--- src/rtl/deadline_ordered_timer_table_defines.svh ---
// Assertion helpers used by the dott_back module of the timer table.
`ifndef DEADLINE_ORDERED_TIMER_TABLE_DEFINES_SVH
`define DEADLINE_ORDERED_TIMER_TABLE_DEFINES_SVH

// Property that must hold at every clock edge outside reset.
`define DOTT_ASSERT(lbl, prop, msg) \
  lbl: assert property (@(posedge clk_i) disable iff (!rst_ni) prop) else $error(msg);

// Condition that must never be true outside reset.
`define DOTT_ASSERT_NEVER(lbl, cond, msg) \
  lbl: assert property (@(posedge clk_i) disable iff (!rst_ni) !(cond)) else $error(msg);

`endif

--- src/rtl/dott_pkg.sv ---
package dott_pkg;

  localparam int unsigned TimeW  = 48;
  localparam int unsigned PerW   = 32;
  localparam int unsigned SlotW  = 4;
  localparam int unsigned MaxRes = 16;
  localparam int unsigned EntW   = PerW + TimeW;

  localparam logic [TimeW-1:0] TimeMax     = {TimeW{1'b1}};
  localparam logic [PerW-1:0]  WindowReset = 32'(60 * 60 * 1000);

  // Raw operation codes on the input port.
  localparam logic [2:0] OpcAdd     = 3'd0;
  localparam logic [2:0] OpcCancel  = 3'd1;
  localparam logic [2:0] OpcRefresh = 3'd2;
  localparam logic [2:0] OpcReset   = 3'd3;
  localparam logic [2:0] OpcExpire  = 3'd4;
  localparam logic [2:0] OpcQuery   = 3'd5;

  typedef enum logic [2:0] {
    OP_ADD,
    OP_CANCEL,
    OP_REFRESH,
    OP_RESET,
    OP_EXPIRE,
    OP_QUERY,
    OP_NOP
  } op_e;

  typedef enum logic [1:0] {
    STAT_OK   = 2'd0,
    STAT_NACT = 2'd1,
    STAT_FULL = 2'd2
  } status_e;

  typedef enum logic [3:0] {
    S_IDLE,
    S_RD,
    S_START,
    S_SCAN,
    S_SCANW,
    S_EVAL,
    S_EMIT,
    S_OUT
  } state_e;

  typedef struct packed {
    op_e              op;
    logic             slot_ok;
    logic [SlotW-1:0] slot;
    logic [PerW-1:0]  per;
    logic             rep;
    logic             fnow;
    logic [TimeW-1:0] now;
  } item_t;

  typedef struct packed {
    status_e          status;
    logic [SlotW-1:0] slot;
    logic             fired;
    logic [TimeW-1:0] rem;
    logic             wake;
    logic             any_active;
    logic             last;
  } res_t;

  function automatic logic [TimeW-1:0] sat_add(logic [TimeW-1:0] a, logic [TimeW-1:0] b);
    logic [TimeW:0] s;
    s = {1'b0, a} + {1'b0, b};
    return s[TimeW] ? TimeMax : s[TimeW-1:0];
  endfunction

endpackage

--- src/rtl/deadline_ordered_timer_table.sv ---
// Cancel, unused codes and a full add answer without a scan; refresh reads its slot and rewrites it
// if active; reset reads it and rewrites an active timer for a new period or from now; add, query
// and such a reset then scan all timers. An expire scan runs one pass a fired timer plus a final
// pass, then emits one beat a fired slot, or a single beat if none fired; pop stalls hold results.
// One item is in the engine at a time, the next taken only once the last is answered; two items
// wait ahead of it. Reset clears all timers, the pending wake and the last scan time, sets one hour.
module deadline_ordered_timer_table import dott_pkg::*; #(
  parameter int unsigned NUM_TIMERS = 16
) (
  input  logic             clk_i,
  input  logic             rst_ni,
  input  logic             push,
  output logic             full,
  input  logic [2:0]       op_i,
  input  logic [SlotW-1:0] slot_i,
  input  logic [PerW-1:0]  period_ms_i,
  input  logic             repeat_req_i,
  input  logic             from_now_i,
  input  logic [TimeW-1:0] now_ms_i,
  input  logic             cfg_we_i,
  input  logic [PerW-1:0]  cfg_data_i,
  output logic             empty,
  input  logic             pop,
  output logic [1:0]       status_o,
  output logic [SlotW-1:0] slot_out_o,
  output logic             fired_o,
  output logic [TimeW-1:0] remaining_ms_o,
  output logic             wake_o,
  output logic             any_active_o,
  output logic             last_o
);

  logic  item_valid, item_pop, res_push, res_full;
  item_t item;
  res_t  res_in, res_out;

  dott_front #(.NUM_TIMERS(NUM_TIMERS)) u_front (
    .clk_i, .rst_ni, .push, .full,
    .op_i, .slot_i, .period_ms_i, .repeat_req_i, .from_now_i, .now_ms_i,
    .item_valid_o (item_valid),
    .item_o       (item),
    .item_pop_i   (item_pop)
  );

  dott_back #(.NUM_TIMERS(NUM_TIMERS)) u_back (
    .clk_i, .rst_ni,
    .item_valid_i (item_valid),
    .item_i       (item),
    .item_pop_o   (item_pop),
    .cfg_we_i, .cfg_data_i,
    .res_push_o   (res_push),
    .res_o        (res_in),
    .res_full_i   (res_full)
  );

  dott_outq u_outq (
    .clk_i, .rst_ni,
    .res_push_i (res_push),
    .res_i      (res_in),
    .res_full_o (res_full),
    .pop, .empty,
    .res_o      (res_out)
  );

  assign status_o       = res_out.status;
  assign slot_out_o     = res_out.slot;
  assign fired_o        = res_out.fired;
  assign remaining_ms_o = res_out.rem;
  assign wake_o         = res_out.wake;
  assign any_active_o   = res_out.any_active;
  assign last_o         = res_out.last;

endmodule

--- src/rtl/dott_front.sv ---
module dott_front import dott_pkg::*; #(
  parameter int unsigned NUM_TIMERS = 16
) (
  input  logic             clk_i,
  input  logic             rst_ni,
  input  logic             push,
  output logic             full,
  input  logic [2:0]       op_i,
  input  logic [SlotW-1:0] slot_i,
  input  logic [PerW-1:0]  period_ms_i,
  input  logic             repeat_req_i,
  input  logic             from_now_i,
  input  logic [TimeW-1:0] now_ms_i,
  output logic             item_valid_o,
  output item_t            item_o,
  input  logic             item_pop_i
);

  item_t       q_q [2];
  logic        wptr_q, rptr_q;
  logic [1:0]  cnt_q;
  item_t       cls;
  logic        wr, rd;

  always_comb begin
    cls         = '0;
    cls.slot    = slot_i;
    cls.slot_ok = (32'(slot_i) < NUM_TIMERS);
    cls.per     = period_ms_i;
    cls.rep     = repeat_req_i;
    cls.fnow    = from_now_i;
    cls.now     = now_ms_i;
    unique case (op_i)
      OpcAdd:     cls.op = OP_ADD;
      OpcCancel:  cls.op = OP_CANCEL;
      OpcRefresh: cls.op = OP_REFRESH;
      OpcReset:   cls.op = OP_RESET;
      OpcExpire:  cls.op = OP_EXPIRE;
      OpcQuery:   cls.op = OP_QUERY;
      default:    cls.op = OP_NOP;
    endcase
  end

  assign full         = (cnt_q == 2'd2);
  assign wr           = push && !full;
  assign item_valid_o = (cnt_q != 2'd0);
  assign rd           = item_pop_i && item_valid_o;
  assign item_o       = q_q[rptr_q];

  always_ff @(posedge clk_i or negedge rst_ni) begin
    if (!rst_ni) begin
      wptr_q <= 1'b0;
      rptr_q <= 1'b0;
      cnt_q  <= 2'd0;
    end else begin
      if (wr) wptr_q <= ~wptr_q;
      if (rd) rptr_q <= ~rptr_q;
      cnt_q <= cnt_q + {1'b0, wr} - {1'b0, rd};
    end
  end

  always_ff @(posedge clk_i) begin
    if (wr) q_q[wptr_q] <= cls;
  end

endmodule

--- src/rtl/dott_outq.sv ---
module dott_outq import dott_pkg::*; (
  input  logic clk_i,
  input  logic rst_ni,
  input  logic res_push_i,
  input  res_t res_i,
  output logic res_full_o,
  input  logic pop,
  output logic empty,
  output res_t res_o
);

  res_t       q_q [2];
  logic       wptr_q, rptr_q;
  logic [1:0] cnt_q;
  logic       wr, rd;

  assign res_full_o = (cnt_q == 2'd2);
  assign empty      = (cnt_q == 2'd0);
  assign wr         = res_push_i && !res_full_o;
  assign rd         = pop && !empty;
  assign res_o      = q_q[rptr_q];

  always_ff @(posedge clk_i or negedge rst_ni) begin
    if (!rst_ni) begin
      wptr_q <= 1'b0;
      rptr_q <= 1'b0;
      cnt_q  <= 2'd0;
    end else begin
      if (wr) wptr_q <= ~wptr_q;
      if (rd) rptr_q <= ~rptr_q;
      cnt_q <= cnt_q + {1'b0, wr} - {1'b0, rd};
    end
  end

  always_ff @(posedge clk_i) begin
    if (wr) q_q[wptr_q] <= res_i;
  end

endmodule

--- src/rtl/dott_back.sv ---
`include "deadline_ordered_timer_table_defines.svh"

module dott_back import dott_pkg::*; #(
  parameter int unsigned NUM_TIMERS = 16
) (
  input  logic            clk_i,
  input  logic            rst_ni,
  input  logic            item_valid_i,
  input  item_t           item_i,
  output logic            item_pop_o,
  input  logic            cfg_we_i,
  input  logic [PerW-1:0] cfg_data_i,
  output logic            res_push_o,
  output res_t            res_o,
  input  logic            res_full_i
);

  localparam int unsigned IW = $clog2(NUM_TIMERS);

  state_e state_q, state_d;

  logic [NUM_TIMERS-1:0] act_q, rec_q, done_q;
  logic                  wake_pend_q;
  logic [TimeW-1:0]      prev_now_q;
  logic [PerW-1:0]       win_q;

  logic [EntW-1:0] mem_q [NUM_TIMERS];
  logic [EntW-1:0] rd_q;
  logic            mem_we;
  logic [IW-1:0]   mem_wa, mem_ra;
  logic [EntW-1:0] mem_wd;

  item_t            it_q;
  logic [IW-1:0]    sidx_q, tgt_q, idx_q, cmp_idx_q, best_idx_q;
  logic             cmp_vld_q, best_vld_q, roll_q;
  logic [TimeW-1:0] best_dl_q, start_q, rem_q;
  logic [PerW-1:0]  best_per_q;
  status_e          rstat_q;
  logic [SlotW-1:0] rslot_q;
  logic             rwake_q;
  logic [SlotW-1:0] fbuf_q [MaxRes];
  logic [4:0]       fcnt_q;
  logic [3:0]       ecnt_q;

  logic [PerW-1:0]  rd_per;
  logic [TimeW-1:0] rd_dl;
  logic [IW-1:0]    free_idx, in_sidx;
  logic             tbl_full, fire, emit_last, scan_go, same_per, wake_hit;

  assign rd_per   = rd_q[EntW-1:TimeW];
  assign rd_dl    = rd_q[TimeW-1:0];
  assign tbl_full = &act_q;
  assign in_sidx  = IW'(item_i.slot);
  assign fire     = best_vld_q && (roll_q || best_dl_q <= it_q.now) &&
                    (fcnt_q < 5'(MaxRes));
  assign emit_last = ({1'b0, ecnt_q} == fcnt_q - 5'd1);
  assign same_per  = (it_q.per == rd_per) && !it_q.fnow;
  assign wake_hit  = best_vld_q && (best_idx_q == tgt_q) && !wake_pend_q;
  assign scan_go   = (state_q != S_SCAN) && (state_d == S_SCAN);

  // Lowest inactive slot.
  always_comb begin
    free_idx = '0;
    for (int i = NUM_TIMERS - 1; i >= 0; i--) begin
      if (!act_q[i]) free_idx = IW'(i);
    end
  end

  always_comb begin
    state_d = state_q;
    unique case (state_q)
      S_IDLE: begin
        if (item_valid_i) begin
          unique case (item_i.op)
            OP_ADD:               state_d = tbl_full ? S_OUT : S_SCAN;
            OP_REFRESH, OP_RESET: state_d = item_i.slot_ok ? S_RD : S_OUT;
            OP_EXPIRE, OP_QUERY:  state_d = S_SCAN;
            default:              state_d = S_OUT;
          endcase
        end
      end
      S_RD: begin
        if (it_q.op == OP_RESET && !same_per && act_q[sidx_q]) state_d = S_START;
        else state_d = S_OUT;
      end
      S_START: state_d = S_SCAN;
      S_SCAN:  if (idx_q == IW'(NUM_TIMERS - 1)) state_d = S_SCANW;
      S_SCANW: state_d = S_EVAL;
      S_EVAL: begin
        if (it_q.op == OP_EXPIRE) state_d = fire ? S_SCAN : S_EMIT;
        else state_d = S_OUT;
      end
      S_EMIT: if (!res_full_i && (fcnt_q == 5'd0 || emit_last)) state_d = S_IDLE;
      S_OUT:  if (!res_full_i) state_d = S_IDLE;
      default: state_d = S_IDLE;
    endcase
  end

  always_comb begin
    item_pop_o = (state_q == S_IDLE) && item_valid_i;
    mem_ra     = (state_q == S_IDLE) ? in_sidx : idx_q;
    mem_we     = 1'b0;
    mem_wa     = sidx_q;
    mem_wd     = '0;
    res_push_o = 1'b0;
    res_o      = '0;
    unique case (state_q)
      S_IDLE: begin
        if (item_valid_i && item_i.op == OP_ADD && !tbl_full) begin
          mem_we = 1'b1;
          mem_wa = free_idx;
          mem_wd = {item_i.per, sat_add(item_i.now, TimeW'(item_i.per))};
        end
      end
      S_RD: begin
        if (it_q.op == OP_REFRESH && act_q[sidx_q]) begin
          mem_we = 1'b1;
          mem_wd = {rd_per, sat_add(it_q.now, TimeW'(rd_per))};
        end
      end
      S_START: begin
        mem_we = 1'b1;
        mem_wd = {it_q.per, sat_add(start_q, TimeW'(it_q.per))};
      end
      S_EVAL: begin
        if (it_q.op == OP_EXPIRE && fire && rec_q[best_idx_q]) begin
          mem_we = 1'b1;
          mem_wa = best_idx_q;
          mem_wd = {best_per_q, sat_add(it_q.now, TimeW'(best_per_q))};
        end
      end
      S_EMIT: begin
        res_push_o       = !res_full_i;
        res_o.status     = STAT_OK;
        res_o.any_active = |act_q;
        if (fcnt_q == 5'd0) begin
          res_o.last = 1'b1;
        end else begin
          res_o.slot  = fbuf_q[ecnt_q];
          res_o.fired = 1'b1;
          res_o.last  = emit_last;
        end
      end
      S_OUT: begin
        res_push_o       = !res_full_i;
        res_o.status     = rstat_q;
        res_o.slot       = rslot_q;
        res_o.rem        = rem_q;
        res_o.wake       = rwake_q;
        res_o.any_active = |act_q;
        res_o.last       = 1'b1;
      end
      default: ;
    endcase
  end

  always_ff @(posedge clk_i) begin
    if (mem_we) mem_q[mem_wa] <= mem_wd;
    rd_q <= mem_q[mem_ra];
  end

  always_ff @(posedge clk_i or negedge rst_ni) begin
    if (!rst_ni) begin
      state_q     <= S_IDLE;
      act_q       <= '0;
      rec_q       <= '0;
      done_q      <= '0;
      wake_pend_q <= 1'b0;
      prev_now_q  <= '0;
      win_q       <= WindowReset;
      idx_q       <= '0;
      cmp_vld_q   <= 1'b0;
      best_vld_q  <= 1'b0;
      fcnt_q      <= '0;
      ecnt_q      <= '0;
    end else begin
      state_q   <= state_d;
      cmp_vld_q <= (state_q == S_SCAN);
      if (cfg_we_i) win_q <= cfg_data_i;

      if (scan_go) begin
        idx_q      <= '0;
        best_vld_q <= 1'b0;
      end else begin
        if (state_q == S_SCAN) idx_q <= idx_q + 1'b1;
        // Strict compare keeps the lower slot on equal deadlines.
        if (cmp_vld_q && act_q[cmp_idx_q] && !done_q[cmp_idx_q] &&
            (!best_vld_q || rd_dl < best_dl_q)) begin
          best_vld_q <= 1'b1;
        end
      end

      unique case (state_q)
        S_IDLE: begin
          if (item_valid_i) begin
            done_q <= '0;
            fcnt_q <= '0;
            unique case (item_i.op)
              OP_ADD: begin
                if (!tbl_full) begin
                  act_q[free_idx] <= 1'b1;
                  rec_q[free_idx] <= item_i.rep;
                end
              end
              OP_CANCEL: if (item_i.slot_ok) act_q[in_sidx] <= 1'b0;
              OP_EXPIRE: prev_now_q <= item_i.now;
              OP_QUERY:  wake_pend_q <= 1'b0;
              default: ;
            endcase
          end
        end
        S_EVAL: begin
          if (it_q.op == OP_EXPIRE) begin
            if (fire) begin
              done_q[best_idx_q] <= 1'b1;
              if (!rec_q[best_idx_q]) act_q[best_idx_q] <= 1'b0;
              fcnt_q <= fcnt_q + 5'd1;
            end
            ecnt_q <= '0;
          end else if (it_q.op == OP_ADD || it_q.op == OP_RESET) begin
            if (wake_hit) wake_pend_q <= 1'b1;
          end
        end
        S_EMIT: if (!res_full_i) ecnt_q <= ecnt_q + 4'd1;
        default: ;
      endcase
    end
  end

  always_ff @(posedge clk_i) begin
    cmp_idx_q <= idx_q;
    if (!scan_go && cmp_vld_q && act_q[cmp_idx_q] && !done_q[cmp_idx_q] &&
        (!best_vld_q || rd_dl < best_dl_q)) begin
      best_idx_q <= cmp_idx_q;
      best_dl_q  <= rd_dl;
      best_per_q <= rd_per;
    end
    unique case (state_q)
      S_IDLE: begin
        if (item_valid_i) begin
          it_q    <= item_i;
          sidx_q  <= in_sidx;
          tgt_q   <= (item_i.op == OP_ADD) ? free_idx : in_sidx;
          rslot_q <= '0;
          rem_q   <= '0;
          rwake_q <= 1'b0;
          roll_q  <= (prev_now_q > TimeW'(win_q)) &&
                     (item_i.now < prev_now_q - TimeW'(win_q));
          unique case (item_i.op)
            OP_ADD:    rstat_q <= tbl_full ? STAT_FULL : STAT_OK;
            OP_CANCEL: rstat_q <= (item_i.slot_ok && act_q[in_sidx]) ? STAT_OK : STAT_NACT;
            OP_REFRESH, OP_RESET: rstat_q <= item_i.slot_ok ? STAT_OK : STAT_NACT;
            default:   rstat_q <= STAT_OK;
          endcase
        end
      end
      S_RD: begin
        if (it_q.op == OP_REFRESH) begin
          rstat_q <= act_q[sidx_q] ? STAT_OK : STAT_NACT;
        end else begin
          rstat_q <= (same_per || act_q[sidx_q]) ? STAT_OK : STAT_NACT;
        end
        // Restart point for a reset: now, or the previous start clamped at zero.
        if (it_q.fnow) start_q <= it_q.now;
        else if (rd_dl > TimeW'(rd_per)) start_q <= rd_dl - TimeW'(rd_per);
        else start_q <= '0;
      end
      S_EVAL: begin
        if (it_q.op == OP_EXPIRE) begin
          if (fire) fbuf_q[fcnt_q[3:0]] <= SlotW'(best_idx_q);
        end else if (it_q.op == OP_QUERY) begin
          if (!best_vld_q) rem_q <= TimeMax;
          else if (it_q.now >= best_dl_q) rem_q <= '0;
          else rem_q <= best_dl_q - it_q.now;
        end else begin
          rwake_q <= wake_hit;
          if (it_q.op == OP_ADD) rslot_q <= SlotW'(tgt_q);
        end
      end
      default: ;
    endcase
  end

  `DOTT_ASSERT_NEVER(a_fire_count, fcnt_q > 5'(MaxRes), "fired count beyond result limit")
  `DOTT_ASSERT(a_best_live, (state_q == S_EVAL && best_vld_q) |-> (act_q[best_idx_q] && !done_q[best_idx_q]), "earliest slot is not a live candidate")
  `DOTT_ASSERT(a_fire_marks, (state_q == S_EVAL && it_q.op == OP_EXPIRE && fire) |=> (state_q == S_SCAN && done_q[$past(best_idx_q)]), "fired slot not marked or scan not restarted")

endmodule
--- config.mk ---
export PLATFORM = sky130hd
export DESIGN_NAME = deadline_ordered_timer_table
export DESIGN_NICKNAME = d
export VERILOG_FILES = /design/src/rtl/dott_pkg.sv /design/src/rtl/deadline_ordered_timer_table.sv /design/src/rtl/dott_front.sv /design/src/rtl/dott_outq.sv /design/src/rtl/dott_back.sv
export VERILOG_INCLUDE_DIRS = /design/src /design/src/rtl
export SDC_FILE = /design/constraint.sdc
export NUM_CORES = 2
export LEC_CHECK = 0
export BUFFER_PORTS_ARGS = -buffer_cell sky130_fd_sc_hd__buf_4
export CORE_UTILIZATION = 35
export DETAILED_ROUTE_END_ITERATION = 8
export PLACE_DENSITY_LB_ADDON = 0.15
export SYNTH_ARGS = -nofsm -noshare
export SYNTH_HDL_FRONTEND = slang
export SYNTH_HIERARCHICAL = 1
export SYNTH_SLANG_ARGS = --single-unit
--- constraint.sdc ---
create_clock -name clk_i -period 12.5 [get_ports clk_i]
set_input_delay 1.25 -clock clk_i [delete_from_list [all_inputs] [get_ports clk_i]]
set_output_delay 1.25 -clock clk_i [all_outputs]
set_load 0.05 [all_outputs]
==> flow_summary.yaml <==
run_status:
  outcome: "finished, final reports clean"
layout:
  fillerInstances: 26500
  layoutNonFillerInstCount: 11100
  fin_nets: 7655
  area_growth_pct: 13.8
  drive_gt1_share_pct: 18.3
  postLayoutCellArea_sq_mm: 0.114
sta:
  rsz0062_at_grt: "no"
  holdWs_ps: 327
  finalMaxSlewViolations: 0
  worstMarginPinSlew_ps: 1400
  slew_headroom_pct: 5.67
  setup_viol: 0
  post-route-period-util_pct: 56.8
  finClkSkew_ps: 84.3
  hold_viol: 0
  tns_ps: 0
  finalCriticalPeriod_ps: 7100
  clock.fmax_ghz: 0.141
grt:
  antenna_found_initial: 24
  grt_pass1_wl_mm: 467
  track_usage_pct: 22.5
  use_met2_pct: 36.5
  grt_max_degree: 93
  grt_busiest_layer: "met2"
  grt_overflow_total: 0
  grt_use_met1_pct: 30.3
  grt_use_met3_pct: 3.19
  first_global_vias: 62800
routing:
  wl_per_cell_um: 29.5
  finalWirelength_mm: 329
  via_per_inst: 5.62
  via_count: 62600
  dr.pass1.iters: 6
  antenna_left: 0
  drt_iter0_markers: 6070
  drcViolationCount: 0
setup_path:
  crit_fanout: 45
  worstSetupPathType: "reg -> reg"
  cp-end-kind: "flop"
  start_kind: "flop"
  worstPathRequired_ps: 12970
  crit_arrival_ps: 7570
cts:
  cts_resized: 0
  postCtsHoldBufs: 0
  numCtsBuffers: 240
  htreeDepth: 4
  ctsLongestPathBuffers: 4
  cts_tree: "built"
  cts.clk_slew.worst_paths_ps: 70
  post_cts_buffers: 0
  cts.sinks: 2158
  cts-root-buf: "clkbuf_16"
  clk_latency_ps: 920
logic_synthesis:
  synthArstFlopShare_pct: 7.23
  synth_top_area_cell: "edfxtp_1"
  synth_area_sq_mm: 0.101
  netlist_instances: 6942
  ys_types: 119
  synth_edf_count: 1918
  yosys_warnings: 6
  synth_top_flop_cell: "edfxtp_1"
  ys_seq_area_share_pct: 62.8
  synth.area.top_cells: "edfxtp_1 (57%), mux4_2 (7.9%), ha_1 (4.3%)"
  synth_top_area_share_pct: 57.3
  syn_avg_cell_area_sq_um: 14.5
  synth_nets: 7420
  ys_seq_elements: 2158
placement:
  dpl.cell_count: 10700
  port_buffers: 185
  place_congestion: 0.976
  dpl_cell_area_sq_mm: 0.106
  dp_hpwl_mm: 224
floorplan:
  fp.dieH_um: 538
  initial_core_util_pct: 35.2
  rows: 196
  die_w_um: 538
  core_sq_mm: 0.285
  dieArea_sq_mm: 0.290
  ios: 186
job:
  drv_cap: 0
power_and_ir_drop:
  leakagePower_nw: 41.3
  cellPowerDensity_mw_per_mm2: 254
  ir_worst_vdd_uv: 204
worst_hold_path:
  worstHoldPathType: "in -> async"
worst max-delay path, stage by stage (launching register included):
cell,delay (ps)
edfxtp_1,490
inv_1,160
ha_1,480
nand4_1,220
nor4_1,520
nand4_1,200
nor2_1,460
nor2_1,270
a21oi_4,210
buf_4,490
nor3_1,130
nor3_2,520
nand2_1,380
nor2_4,830
buf_4,430
buf_4,710
stage by stage:
stage	setup WS [ps]	utilization (%)	total power [W]
floorplan	2730	-	0.0175
global placement	5680	37.3	0.0219
detailed placement	5510	37.3	0.0219
CTS	5420	40.1	0.0292
global route	5190	40.1	0.0304
finish	5400	40.1	0.0290
metal layers:
layer  part of all wire (%)  vias up
met1                     43    32500
met4                    4.3       16
met5                  0.033        -
met2                     47     2105
li1                       -    27500
met3                    5.6      533
logic make-up (layout without fill, tap and decap cells):
| group | Yosys count | after routing | synth area share (%) |
|---|---|---|---|
| and+or+nand+nor | 1489 | 1489 | 7.29 |
| AOI/OAI and AO/OA | 1486 | 1486 | 9.55 |
| xor gates and xnor gates | 309 | 309 | 2.69 |
| adders and majority gates | 352 | 352 | 4.43 |
| muxes | 579 | 579 | 10.8 |
| DFF | 2158 | 2158 | 62.8 |
| buffers and inverters | 567 | 1003 | 2.40 |
| other | 2 | 10 | 0.00747 |
synthesized netlist by cell type (all sizes together), types with 145 or more instances:
cell type and number:
mux4 355, edfxtp 1918, dfrtp 145, ha 345
and2 161, mux2 213, a21oi 358, nand2 538
clkbuf 216, inv 260, o21ai 402, xnor2 178
a21o 154, nor2 234
final timing paths:
| kind | from | to | cells after the start | slack [ps] |
|---|---|---|---|---|
| min in group clk_i | u_back/done_q[14] | u_back/done_q[14] | 2 | 490 |
| setup reg to reg | u_back/it_q[32] | u_back/mem_q[2][13] | 15 | 5400 |
| hold reg to reg | u_back/done_q[14] | u_back/done_q[14] | 2 | 490 |
| setup / recovery | u_back/it_q[32] | u_back/mem_q[2][13] | 15 | 5400 |
| max in group asynchronous | rst_ni | u_outq/rptr_q | 3 | 10190 |
| hold / removal | rst_ni | u_back/win_q[2] | 1 | 330 |
layout make-up:
type / instances / area (sq um) / area share, %
Sequential cell: 2158 / 63200 / 55.2
Multi-Input combinational cell: 4217 / 35300 / 30.8
Antenna cell: 8 / 20.0 / 0.0175
Inverter: 261 / 982 / 0.858
Clock inverter: 128 / 1390 / 1.21
Timing Repair Buffer: 299 / 2350 / 2.05
Clock buffer: 315 / 6590 / 5.76
Tap cell: 3762 / 4710 / 4.11
state kept, by name, indices dropped and copies added, names as in the netlist, 32 cells and up:
name / cells
u_back/best_dl_q: 48
u_back/best_per_q: 32
u_back/win_q: 32
u_back/prev_now_q: 48
u_back/fbuf_q: 64
u_back/rd_q: 80
u_back/it_q: 84
u_outq/q_q: 116
u_back/rem_q: 48
u_front/q_q: 178
u_back/mem_q: 1280
u_back/start_q: 48
placed cells by master, fill, tap and decap left out, types with 21 or more instances in the layout:
cell type / synthesis / layout
edfxtp_1: 1918 / 1918
nand2_1: 537 / 537
mux4_2: 355 / 355
a21oi_1: 352 / 352
o21ai_0: 353 / 351
ha_1: 345 / 345
buf_4: 2 / 290
inv_1: 259 / 259
clkbuf_16: 0 / 244
nor2_1: 231 / 210
xnor2_1: 178 / 178
and2_1: 158 / 157
a21o_1: 153 / 153
dfrtp_1: 145 / 143
xor2_1: 131 / 131
a31oi_1: 129 / 129
mux2_2: 113 / 112
a211oi_1: 111 / 111
nand4_1: 110 / 110
mux2_4: 99 / 99
nand3_1: 99 / 98
dfxtp_1: 84 / 84
nor3_1: 69 / 67
nand2b_1: 61 / 61
nor2b_1: 50 / 50
clkbuf_1: 214 / 49
clkinv_2: 0 / 46
o21ai_1: 45 / 46
o21a_1: 39 / 39
and3_1: 39 / 37
o21bai_1: 36 / 36
clkinv_1: 1 / 33
a222oi_1: 32 / 32
o211ai_1: 29 / 29
bufinv_16: 0 / 25
nor4_1: 24 / 24
o31ai_1: 24 / 24
clkbuf_8: 0 / 22
nor2_4: 1 / 21
power by group:
part / internal, W / total [W] / leakage, nW / switching, W
clock network: 0.00422 / 0.00719 / 3.93 / 0.00296
logic: 0.00440 / 0.0120 / 16.9 / 0.00757
registers: 0.00900 / 0.00988 / 20.5 / 0.000879
total: 0.0176 / 0.0290 / 41.3 / 0.0114
Power figures use the tool's default switching activity.
